$ cat config.mk
export PLATFORM = sky130hd
export DESIGN_NAME = half_bf16_float_converter_unit
export DESIGN_NICKNAME = d
export VERILOG_FILES = /design/src/design/hbfc_pkg.sv /design/src/design/half_bf16_float_converter_unit.sv
export SDC_FILE = /design/constraint.sdc
export NUM_CORES = 1
export LEC_CHECK = 0
export ABC_AREA = 1
export BUFFER_PORTS_ARGS = -buffer_cell sky130_fd_sc_hd__buf_2
export CAP_MARGIN = 20
export CORE_MARGIN = 5
export CORE_UTILIZATION = 63
export DETAILED_ROUTE_END_ITERATION = 6
export PLACE_DENSITY = 0.94
export REMOVE_ABC_BUFFERS = 1
export SLEW_MARGIN = 20
export SYNTH_ARGS = -nofsm -noshare
export SYNTH_HDL_FRONTEND = slang
export SYNTH_SLANG_ARGS = --single-unit
$ cat constraint.sdc
create_clock -name clk -period 12.8 [get_ports clk]
set_input_delay 2.56 -clock clk [delete_from_list [all_inputs] [get_ports clk]]
set_output_delay 2.56 -clock clk [all_outputs]
set_load 0.02 [all_outputs]
$ cat src/design/hbfc_pkg.sv
package hbfc_pkg;

  typedef enum logic [1:0] {
    ACT_H2F = 2'd0,
    ACT_F2H = 2'd1,
    ACT_B2F = 2'd2,
    ACT_F2B = 2'd3
  } act_t;

  localparam logic [7:0]  F32_EXP_MAX  = 8'hFF;
  localparam logic [7:0]  H_BIAS_DIFF  = 8'd112;
  localparam logic [7:0]  F2H_UF_EXP   = 8'd102;
  localparam logic [7:0]  F2H_SUB_TOP  = 8'd113;
  localparam logic [7:0]  F2H_OF_EXP   = 8'd143;
  localparam logic [4:0]  H_EXP_MAX    = 5'h1F;
  localparam logic [9:0]  H_QNAN_BIT   = 10'h200;
  localparam logic [6:0]  BF_QNAN_BIT  = 7'h40;
  localparam logic [31:0] BF_RND_BIAS  = 32'h0000_7FFF;

  // leading zeros of a 10-bit half mantissa
  function automatic logic [3:0] lzc10(input logic [9:0] m);
    logic [3:0] n;
    logic       found;
    n     = 4'd0;
    found = 1'b0;
    for (int i = 9; i >= 0; i--) begin
      if (!found) begin
        if (m[i]) begin
          found = 1'b1;
        end else begin
          n = n + 4'd1;
        end
      end
    end
    return n;
  endfunction

endpackage

$ cat src/design/half_bf16_float_converter_unit.sv
// Channel | Ports                         | Word
// --------+-------------------------------+-----------------------------------
// input   | in_valid, in_ready            | in_action[1:0], in_value[31:0]
// result  | out_valid, out_ready          | out_result[31:0]
//
// One word per cycle sustained while out_ready is high; out_valid follows the result register.
// Input register -> conversion logic -> result register, each stage advancing
// when the stage after it is empty or draining.
// Synchronous active-low reset clears both stage valid flags only.
// A stall on out_ready backs up through both registers, then drops in_ready.
module half_bf16_float_converter_unit
  import hbfc_pkg::*;
(
  input  logic        clk,
  input  logic        rst_n,
  input  logic        in_valid,
  output logic        in_ready,
  input  logic [1:0]  in_action,
  input  logic [31:0] in_value,
  output logic        out_valid,
  input  logic        out_ready,
  output logic [31:0] out_result
);

  logic        s1_valid_r;
  act_t        s1_act_r;
  logic [31:0] s1_value_r;
  logic        out_valid_r;
  logic [31:0] out_result_r;

  logic        s2_ready;
  logic        s1_ready;
  logic [31:0] res_nxt;

  assign s2_ready   = !out_valid_r || out_ready;
  assign s1_ready   = !s1_valid_r || s2_ready;
  assign in_ready   = s1_ready;
  assign out_valid  = out_valid_r;
  assign out_result = out_result_r;

  // half to float
  logic        h_s;
  logic [4:0]  h_e;
  logic [9:0]  h_m;
  logic [3:0]  h_lz;
  logic [9:0]  h_sub_m;
  logic [7:0]  h_sub_e;
  logic [31:0] h2f;

  // float to half
  logic        f_s;
  logic [7:0]  f_e;
  logic [22:0] f_m;
  logic [3:0]  f_sh;
  logic [23:0] f_sub_sh;
  logic [10:0] f_sub;
  logic [4:0]  f_ex;
  logic [14:0] f_norm;
  logic [15:0] f2h;

  // bfloat16
  logic [31:0] b_sum;
  logic [15:0] f2b;

  always_comb begin
    h_s     = s1_value_r[15];
    h_e     = s1_value_r[14:10];
    h_m     = s1_value_r[9:0];
    h_lz    = lzc10(h_m);
    h_sub_m = 10'(h_m << (h_lz + 4'd1));
    h_sub_e = H_BIAS_DIFF - {4'd0, h_lz};
    if (h_e == 5'd0) begin
      if (h_m == 10'd0) begin
        h2f = {h_s, 31'd0};
      end else begin
        h2f = {h_s, h_sub_e, h_sub_m, 13'd0};
      end
    end else if (h_e == H_EXP_MAX) begin
      h2f = {h_s, F32_EXP_MAX, h_m, 13'd0};
    end else begin
      h2f = {h_s, 8'({3'd0, h_e} + H_BIAS_DIFF), h_m, 13'd0};
    end
  end

  always_comb begin
    f_s      = s1_value_r[31];
    f_e      = s1_value_r[30:23];
    f_m      = s1_value_r[22:0];
    f_sh     = 4'(F2H_SUB_TOP - f_e);
    f_sub_sh = {1'b1, f_m} >> f_sh;
    f_sub    = {1'b0, f_sub_sh[22:13]} + {10'd0, f_sub_sh[12]};
    f_ex     = 5'(f_e - H_BIAS_DIFF);
    f_norm   = {f_ex, f_m[22:13]} + {14'd0, f_m[12]};
    if (f_e < F2H_UF_EXP) begin
      f2h = {f_s, 15'd0};
    end else if (f_e <= H_BIAS_DIFF) begin
      f2h = {f_s, 4'd0, f_sub};
    end else if (f_e >= F2H_OF_EXP) begin
      if (f_e == F32_EXP_MAX && f_m != 23'd0) begin
        f2h = {f_s, H_EXP_MAX, f_m[22:13] | H_QNAN_BIT};
      end else begin
        f2h = {f_s, H_EXP_MAX, 10'd0};
      end
    end else begin
      f2h = {f_s, f_norm};
    end
  end

  always_comb begin
    b_sum = s1_value_r + BF_RND_BIAS + {31'd0, s1_value_r[16]};
    if (s1_value_r[30:23] == F32_EXP_MAX && s1_value_r[22:0] != 23'd0) begin
      f2b = s1_value_r[31:16] | {9'd0, BF_QNAN_BIT};
    end else begin
      f2b = b_sum[31:16];
    end
  end

  always_comb begin
    case (s1_act_r)
      ACT_H2F: res_nxt = h2f;
      ACT_F2H: res_nxt = {16'd0, f2h};
      ACT_B2F: res_nxt = {s1_value_r[15:0], 16'd0};
      ACT_F2B: res_nxt = {16'd0, f2b};
      default: res_nxt = 32'd0;
    endcase
  end

  always_ff @(posedge clk) begin
    if (!rst_n) begin
      s1_valid_r  <= 1'b0;
      out_valid_r <= 1'b0;
    end else begin
      if (s1_ready) begin
        s1_valid_r <= in_valid;
      end
      if (s2_ready) begin
        out_valid_r <= s1_valid_r;
      end
    end
  end

  always_ff @(posedge clk) begin
    if (in_valid && s1_ready) begin
      s1_act_r   <= act_t'(in_action);
      s1_value_r <= in_value;
    end
    if (s1_valid_r && s2_ready) begin
      out_result_r <= res_nxt;
    end
  end

  a_accept_fills: assert property (@(posedge clk) disable iff (!rst_n)
    in_valid && in_ready |=> s1_valid_r)
    else $error("accepted word not held in input stage");

  a_s1_hold: assert property (@(posedge clk) disable iff (!rst_n)
    s1_valid_r && !s2_ready |=> s1_valid_r && $stable(s1_value_r) && $stable(s1_act_r))
    else $error("input stage lost word under stall");

  a_advance: assert property (@(posedge clk) disable iff (!rst_n)
    s1_valid_r && s2_ready |=> out_valid_r && out_result == $past(res_nxt))
    else $error("result stage missed word");

  a_narrow_zero: assert property (@(posedge clk) disable iff (!rst_n)
    s1_valid_r && (s1_act_r == ACT_F2H || s1_act_r == ACT_F2B) |-> res_nxt[31:16] == 16'd0)
    else $error("16-bit result not zero-extended");

endmodule
==> impl_metrics.ini, run 1 <==
[run_status]
status = finished clean

[setup_path]
cpMostUsedCell = buf_2
cp.arrival_ns = 3.09
required_ns = 10.24
slowest_stage = buf_2
cp-end-kind = primary output
crit_type = in -> out
crit_path_cell_trace = buf_2 -> inv_1 -> nand3_1 -> buf_2
path_max_fanout = 3
cpPeakStageDelay_ns = 0.19
cp-start-kind = input pin

[final_layout]
finalInstanceArea_um2 = 5894
layout_commonest_cell = nand2_1
syn_to_final_growth_pct = 11.50
final.fill_count = 652
final_layout_size_suffix_gt1_frac = 0.1644
diodes = 0
fin_nets = 851
final_cell_mix = 192 x nand2_1, 86 x inv_1, 75 x nand3_1

[routing]
drc_errors = 0
routedWlPerCell_um = 16.78
drt_wl_total_um = 15240
vias = 5473
met3_wirelength_um = 1775
drt_first_pass_iters = 6
drt-met1-wl_um = 6553
ant_nets = 0
top_layer = met4
viasPerCell = 6.028
drtIter0Drc = 569
dr_wl_met2_um = 6702

[synthesis]
syn_inst = 734
synth_top_cell_by_area = edfxtp_1
synth-seq-cells = 68
yosys_warnings = 0
yosysSeqAreaShare = 0.3825
ys_types = 41
avgSynthCellArea_um2 = 7.202
synth_area_leaders = edfxtp_1 37%, nand2_1 14%, nand3_1 7.1%
synth_top_area_share = 0.3749
netlist_area_um2 = 5286

[global_route]
grt_pass1_vias = 5068
grt_max_degree = 33
grt_overflow_total = 0
antenna_found_initial = 0
grt_pass1_wl_um = 24610
track_usage = 0.3014

[placed_design]
place_ws_ns = 7.156
placed_area_um2 = 5703
globalplace.congestion = 0.9530
dp_hpwl_um = 11750
port_buffers = 71

[clock_network]
cts_root_buffer = clkbuf_8
cts_setup_buffers = 0
cts.reportedPaths.clkPinSlew_ns = 0.08
cts_buffer_depth = 2
cts_tree = yes
cts_buffers = 9
cts.sinks = 68
clock_latency_ns = 0.34
cts.htree.levels = 3
ctsHoldBuffers = 0
cts-resized-gates = 0

[floorplanning]
fp.dieArea_um2 = 10320
core_um2 = 8217
num_io_pins = 72
start_util = 0.6434
fp-row-count = 33
die_w_um = 101.6
dieHeight_um = 101.6

[timing]
setup-violations-final = 0
fin_crit_ns = 5.647
setup_ws_ns = 7.153
rsz0062_at_grt = false
fin_tns_setup_ns = 0
hold_violations = 0
slew_headroom = 0.2959
worst_pin_slew_ns = 1.054
max_freq_ghz = 0.1771
clock_skew_ns = 0.01410
slew_viol_final = 0
post-route-period-util = 0.4412

[flow_run]
maxCapViolCount = 0

[power]
p_per_area_nw_per_um2 = 97.33
p_leak_nw = 2.595
vdd_drop_max_v = 0.00006751

[worst_hold_path]
hold_class = reg -> reg
## metal layers
layer  GRT usage  vias to the layer above
met2      0.4618                      365
met1      0.4456                     2477
met5           0                        -
met3     0.05028                       27
met4     0.07771                        0
li1            -                     2604
## metrics by stage
| step | total power, mW | hold WS, ns | cells | util |
|---|---|---|---|---|
| after floorplan | 0.3604 | 0.4473 | 715 | - |
| after global placement | 0.3977 | 0.5057 | 892 | 0.6941 |
| after detailed placement | 0.4010 | 0.5354 | 892 | 0.6941 |
| after CTS | 0.5691 | 0.5502 | 908 | 0.7174 |
| after global routing | 0.6002 | 0.5632 | 908 | 0.7174 |
| final | 0.5737 | 0.5357 | 908 | 0.7174 |
## worst paths after layout
| kind | from | endpoint | slack [ns] | cells past startpoint |
|---|---|---|---|---|
| hold reg to reg | s1_value_r[31] | out_result[15] | 0.54 | 2 |
| hold / removal | s1_value_r[31] | out_result[15] | 0.54 | 2 |
| setup / recovery | out_ready | in_ready | 7.15 | 4 |
| setup reg to reg | s1_value_r[7] | out_result[21] | 7.56 | 36 |
## power by group
group,switching [mW],internal (mW),leakage [nW]
Sequential,0.0153,0.260,0.659
Combinational,0.0860,0.0399,1.84
Clock,0.0839,0.0889,0.0926
Total,0.185,0.388,2.59
## area by class of cell
type | count | area (um^2) | share of cell area
sequential | 68 | 2022 | 0.3430
inverter | 99 | 371.6 | 0.06304
tap | 105 | 131.4 | 0.02229
clock buffer | 9 | 123.9 | 0.02101
timing repair buffer | 72 | 362.8 | 0.06156
multi-input combinational | 548 | 2815 | 0.4776
clock inverter | 7 | 67.56 | 0.01146
## state kept, by name (all words and copies together), names as in the netlist
signal	flops
out_valid	1
s1_value_r	32
s1_act_r	2
s1_valid_r	1
out_result	32
## logic make-up (layout without fill, tap and decap cells)
| kind of cell | Yosys count | count (layout) | synth area share |
|---|---|---|---|
| flops | 68 | 68 | 0.3825 |
| fa+ha+maj | 15 | 15 | 0.03550 |
| compound gates | 131 | 131 | 0.1359 |
| xor+xnor | 12 | 12 | 0.02130 |
| buf+inv | 118 | 187 | 0.08710 |
| simple gates | 390 | 390 | 0.3378 |
## synthesized netlist by cell type
cell	n
o31ai_1	1
a21oi_2	2
o21ai_0	63
buf_2	8
nor2_1	55
nor2_2	5
a221oi_1	2
inv_2	9
nor3_2	3
a21oi_1	31
dfxtp_1	2
o21a_1	1
nand3b_1	1
o32ai_1	1
edfxtp_1	66
nor4_1	4
nand2_2	8
clkinv_1	4
a21o_1	1
nand2_1	192
or2_2	2
xnor2_2	1
nand4_1	9
nand3_4	1
o22ai_1	6
clkbuf_1	10
buf_6	1
nand3_1	75
o211ai_1	5
nand2_4	2
and2_1	1
nor2_4	7
nand3_2	4
a211oi_1	2
ha_1	15
a32o_1	1
nor3_1	21
a31oi_1	5
inv_1	86
xor2_1	11
o21ai_1	10
## worst max-delay path, delay by kind of cell
kind | cells | cell delay [ns]
buffers and inverters | 3 | 0.40
and+or+nand+nor | 1 | 0.13
Note: power is estimated with default switching activity, not from simulation.
==> inputs of run 2 (changes only) <==
Settings changed: CORE_UTILIZATION 63 to 59, PLACE_DENSITY 0.94 to 0.9.
Clock period 12.8 ns to 5.68 ns, I/O delays scaled along.
==> run 2 against run 1 <==
Net effect: combinational power grew 120%; via count up 0.20%; global-route usage decreased by 2.1 points; worst hold slack better by 0.0027 ns; critical path depth grew 32; first-iteration DRC count decreased by 0.53%; register-to-register slack worse by 7.0 ns; clock skew decreased by 0.0062 ns; largest cell class unchanged; highest routed layer unchanged.
==> impl_metrics.ini, run 2 (synthesized netlist as in run 1, its figures left out) <==
[floorplanning]
num_io_pins = 72
fp-row-count = 34
die_w_um = 104.7
dieHeight_um = 104.7
start_util = 0.6062
fp.dieArea_um2 = 10950
core_um2 = 8721

[timing]
clock_skew_ns = 0.007944
slew_headroom = 0.3102
slew_viol_final = 0
max_freq_ghz = 0.1939
fin_crit_ns = 5.158
worst_pin_slew_ns = 1.031
fin_tns_setup_ns = 0
rsz0062_at_grt = false
setup_ws_ns = 0.5223
post-route-period-util = 0.9080
setup-violations-final = 0
hold_violations = 0

[setup_path]
critPathCapture = out_result[21]
reg2reg_from = s1_value_r[9]
cpMostUsedCell = nand2_1
reg2reg_setup_slack_ns = 0.52
ff2ff_path_depth = 36
slowest_stage = edfxtp_1
crit_type = reg -> reg
required_ns = 5.78
cp-end-kind = flop
cp.arrival_ns = 5.26
setup.worst_path.start = s1_value_r[9]
cp-start-kind = flop
reg2reg_to = out_result[21]
cpPeakStageDelay_ns = 0.51
path_max_fanout = 13

[placed_design]
place_ws_ns = 0.6187
dp.cells = 895
globalplace.congestion = 1.009
dp_hpwl_um = 12040
port_buffers = 71

[final_layout]
syn_to_final_growth_pct = 12.50
finalNonFillerCells = 911
final_layout_size_suffix_gt1_frac = 0.1644
layout_commonest_cell = nand2_1
fin_nets = 851
diodes = 0
final_core_util = 0.6819
final_cell_mix = 192 x nand2_1, 86 x inv_1, 75 x nand3_1

[routing]
drtIter0Drc = 566
drt_wl_total_um = 15430
vias = 5484
drc_errors = 0
dr_wl_met2_um = 6565
viasPerCell = 6.020
routedWlPerCell_um = 16.93
met3_wirelength_um = 1788
drt_first_pass_iters = 6
ant_nets = 0
drt-met1-wl_um = 6857
top_layer = met4

[global_route]
grt_overflow_total = 0
grt_pass1_vias = 5091
grt_max_degree = 33
antenna_found_initial = 0
grt_pass1_wl_um = 25150
track_usage = 0.2803

[power]
p_leak_nw = 2.623
vdd_drop_max_v = 0.0002701
p_per_area_nw_per_um2 = 233.4

[clock_network]
cts_tree = yes
ctsHoldBuffers = 0
cts.htree.levels = 3
cts_setup_buffers = 0
cts_buffer_depth = 2
cts_root_buffer = clkbuf_8
cts.sinks = 68
cts-resized-gates = 0
cts.reportedPaths.clkPinSlew_ns = 0.07
cts_buffers = 9
clock_latency_ns = 0.35

[run_status]
status = finished clean

[flow_run]
maxCapViolCount = 0

[worst_hold_path]
hold_class = reg -> reg
==> run 2: changes by cell type in the layout (fill, tap and decap cells not counted) <==
cell,previous run,this run
bufinv_16,1,3
clkinvlp_4,2,0
clkbuf_1,0,1
clkinv_1,5,4
clkinv_2,2,1
clkinv_4,1,2
==> run 2: critical path, delay by kind of cell (launching register included) <==
family | cells | cell delay [ns]
flops | 1 | 0.51
fa+ha+maj | 4 | 1.23
buf+inv | 5 | 0.53
simple gates | 24 | 2.31
compound gates | 3 | 0.34
==> run 2: per-layer routing <==
layer | GRT usage | vias up
met4 | 0.06667 | 0
li1 | - | 2600
met5 | 0 | -
met3 | 0.05672 | 24
met2 | 0.4109 | 341
met1 | 0.4271 | 2519
==> run 2: final cells by class <==
class / instances / area (um^2)
Clock inverter: 6 / 112.6
Timing Repair Buffer: 72 / 362.8
Inverter: 99 / 371.6
Clock buffer: 10 / 127.6
Sequential cell: 68 / 2022
Tap cell: 108 / 135.1
Multi-Input combinational cell: 548 / 2815
Fill cell: 735 / 2774
==> run 2: worst min path at each step <==
| stage | startpoint | endpoint | slack, ns | cells past startpoint |
|---|---|---|---|---|
| 3_3_place_gp | s1_valid_r | out_valid | 0.51 | 2 |
| 4_1_cts | s1_valid_r | out_valid | 0.54 | 2 |
| 2_1_floorplan | s1_valid_r | out_valid | 0.45 | 2 |
| 6_report | s1_valid_r | out_valid | 0.54 | 2 |
| 5_1_grt | out_valid | out_valid | 0.56 | 2 |
| 3_5_place_dp | s1_value_r[31] | out_result[15] | 0.53 | 2 |
==> run 2: metrics by stage <==
stage	area [um^2]	power (mW)	hold WS, ns
2_1_floorplan	5197	0.8122	0.4473
3_3_place_gp	5707	0.8971	0.5090
3_5_place_dp	5707	0.9024	0.5254
4_1_cts	5947	1.386	0.5440
5_1_grt	5947	1.451	0.5589
6_report	5947	1.388	0.5384
==> run 2: power by group <==
| part | internal (mW) | switching (mW) | leakage [nW] |
|---|---|---|---|
| Combinational | 0.0896 | 0.194 | 1.84 |
| Sequential | 0.585 | 0.0336 | 0.659 |
| Clock | 0.293 | 0.194 | 0.120 |
==> inputs of run 3 (changes only) <==
Settings changed: ABC_CLOCK_PERIOD_IN_PS from default to 5680, BUFFER_PORTS_ARGS -buffer_cell sky130_fd_sc_hd__buf_2 to default, CORE_UTILIZATION 59 to 65, DONT_BUFFER_PORTS from default to 1, PLACE_DENSITY 0.9 to 0.89.
==> run 3 against run 2 <==
Net effect: core utilization up 3.3 points; wire length rose by 2.4%; combinational power decreased by 12%; critical path depth decreased by 2; first-iteration DRC count is 1.2% higher; die area is 8.4% lower; via count is 2.8% lower; total power fell by 0.75%; register-to-register slack lost 0.07 ns; sequential power is 3.2% higher; critical path type unchanged.
==> impl_metrics.ini, run 3 (synthesized netlist as in run 1, its figures left out) <==
[timing]
fin_tns_setup_ns = 0
worst_pin_slew_ns = 1.116
post-route-period-util = 0.9209
rsz0062_at_grt = false
slew_headroom = 0.2545
hold_violations = 0
fin_crit_ns = 5.231
slew_viol_final = 0
setup-violations-final = 0
clock_skew_ns = 0.02357
max_freq_ghz = 0.1912

[global_route]
antenna_found_initial = 0
grt_pass1_vias = 4893
track_usage = 0.3219
grt_max_degree = 33
grt_overflow_total = 0
grt_pass1_wl_um = 25280

[routing]
drtIter0Drc = 573
viasPerCell = 6.396
drt_wl_total_um = 15800
ant_nets = 0
drc_errors = 0
vias = 5328
routedWlPerCell_um = 18.97
drt_first_pass_iters = 7

[clock_network]
cts.sinks = 68
cts-resized-gates = 0
clock_latency_ns = 0.36
cts_root_buffer = clkbuf_8
ctsHoldBuffers = 0
cts_setup_buffers = 0
cts_buffer_depth = 2
cts_buffers = 9
cts.reportedPaths.clkPinSlew_ns = 0.08
cts.htree.levels = 3
cts_tree = yes

[run_status]
status = finished clean

[power]
swShare = 0.3107
p_seq_frac = 0.464
power_mw = 1.378
power_frac_clock = 0.357
p_leak_nw = 2.328
p_sw_uw = 428.1
p_per_area_nw_per_um2 = 246.8
vdd_drop_max_v = 0.0002513
pwr-share-comb = 0.180
p_int_uw = 949.6

[floorplanning]
num_io_pins = 72
core_um2 = 7807
fp.dieArea_um2 = 10040
fp-row-count = 32
dieHeight_um = 100.2
die_w_um = 100.2
start_util = 0.6771

[worst_hold_path]
hold_path_startpoint = s1_valid_r
hold_class = reg -> reg

[setup_path]
cp.arrival_ns = 5.34
reg2reg_from = s1_value_r[9]
required_ns = 5.79
slowest_stage = edfxtp_1
cp-start-kind = flop
crit_type = reg -> reg
cpMostUsedCell = nand2_1
cpPeakStageDelay_ns = 0.52
setup.worst_path.start = s1_value_r[9]
cp-end-kind = flop
path_max_fanout = 13
cp_num_buf_inv = 5
crit_family = simple AND/OR/NAND/NOR gates

[placed_design]
port_buffers = 0
globalplace.congestion = 1.018
dp_hpwl_um = 11700
placed_area_um2 = 5344
dp.cells = 818

[final_layout]
fin_nets = 780
final_cell_mix = 192 x nand2_1, 86 x inv_1, 75 x nand3_1
final_layout_size_suffix_gt1_frac = 0.08345
diodes = 0
syn_to_final_growth_pct = 5.586
final.fill_count = 630
finalInstanceArea_um2 = 5582
layout_commonest_cell = nand2_1
finalNonFillerCells = 833

[flow_run]
maxCapViolCount = 0
[run 3: cell type report]
class / count / area, um^2 / share of cell area
multi-input cells: 548 / 2815 / 0.5044
flip-flops and latches: 68 / 2022 / 0.3623
inverters: 99 / 371.6 / 0.06658
well taps: 102 / 127.6 / 0.02286
clock buffers: 9 / 123.9 / 0.02219
clock inverters: 6 / 113.9 / 0.02040
repair buffers: 1 / 7.507 / 0.001345
[run 3: stage by stage]
step                        util  hold slack, ns  setup slack [ns]
after CTS                 0.7149          0.5464            0.5704
after detailed placement  0.6845          0.5153            0.6154
after global placement    0.6845          0.5098            0.9283
final                     0.7149          0.5561            0.4493
after floorplan                -          0.4473             1.223
after global routing      0.7149          0.5958           0.09119
[run 3: layer usage]
metal / share of wire / vias to the layer above / GRT usage
met4: 0.028 / 0 / 0.1109
met3: 0.15 / 46 / 0.1008
met5: 0 / - / 0
met2: 0.41 / 426 / 0.4602
li1: - / 2459 / -
met1: 0.41 / 2397 / 0.4622
[run 3: worst reg2reg max path: cells and delay by family (launching register included)]
family | cells | cell delay [ns]
buffers and inverters | 5 | 0.53
adders and majority gates | 4 | 1.23
and+or+nand+nor | 20 | 2.14
AOI/OAI and AO/OA | 5 | 0.59
DFF | 1 | 0.52
[run 3: power by group through the flow]
stage	Combinational, mW	Sequential [mW]	Clock (mW)
CTS	0.239	0.637	0.493
detailed placement	0.236	0.648	0
floorplan	0.178	0.634	0
finish	0.248	0.639	0.491
global route	0.276	0.642	0.519
global placement	0.230	0.646	0
[run 3: worst paths after layout]
kind	cells past startpoint	slack [ns]	end
setup / recovery	34	0.45	out_result[20]
hold / removal	2	0.56	out_valid
setup reg to reg	34	0.45	out_result[20]
hold reg to reg	2	0.56	out_valid
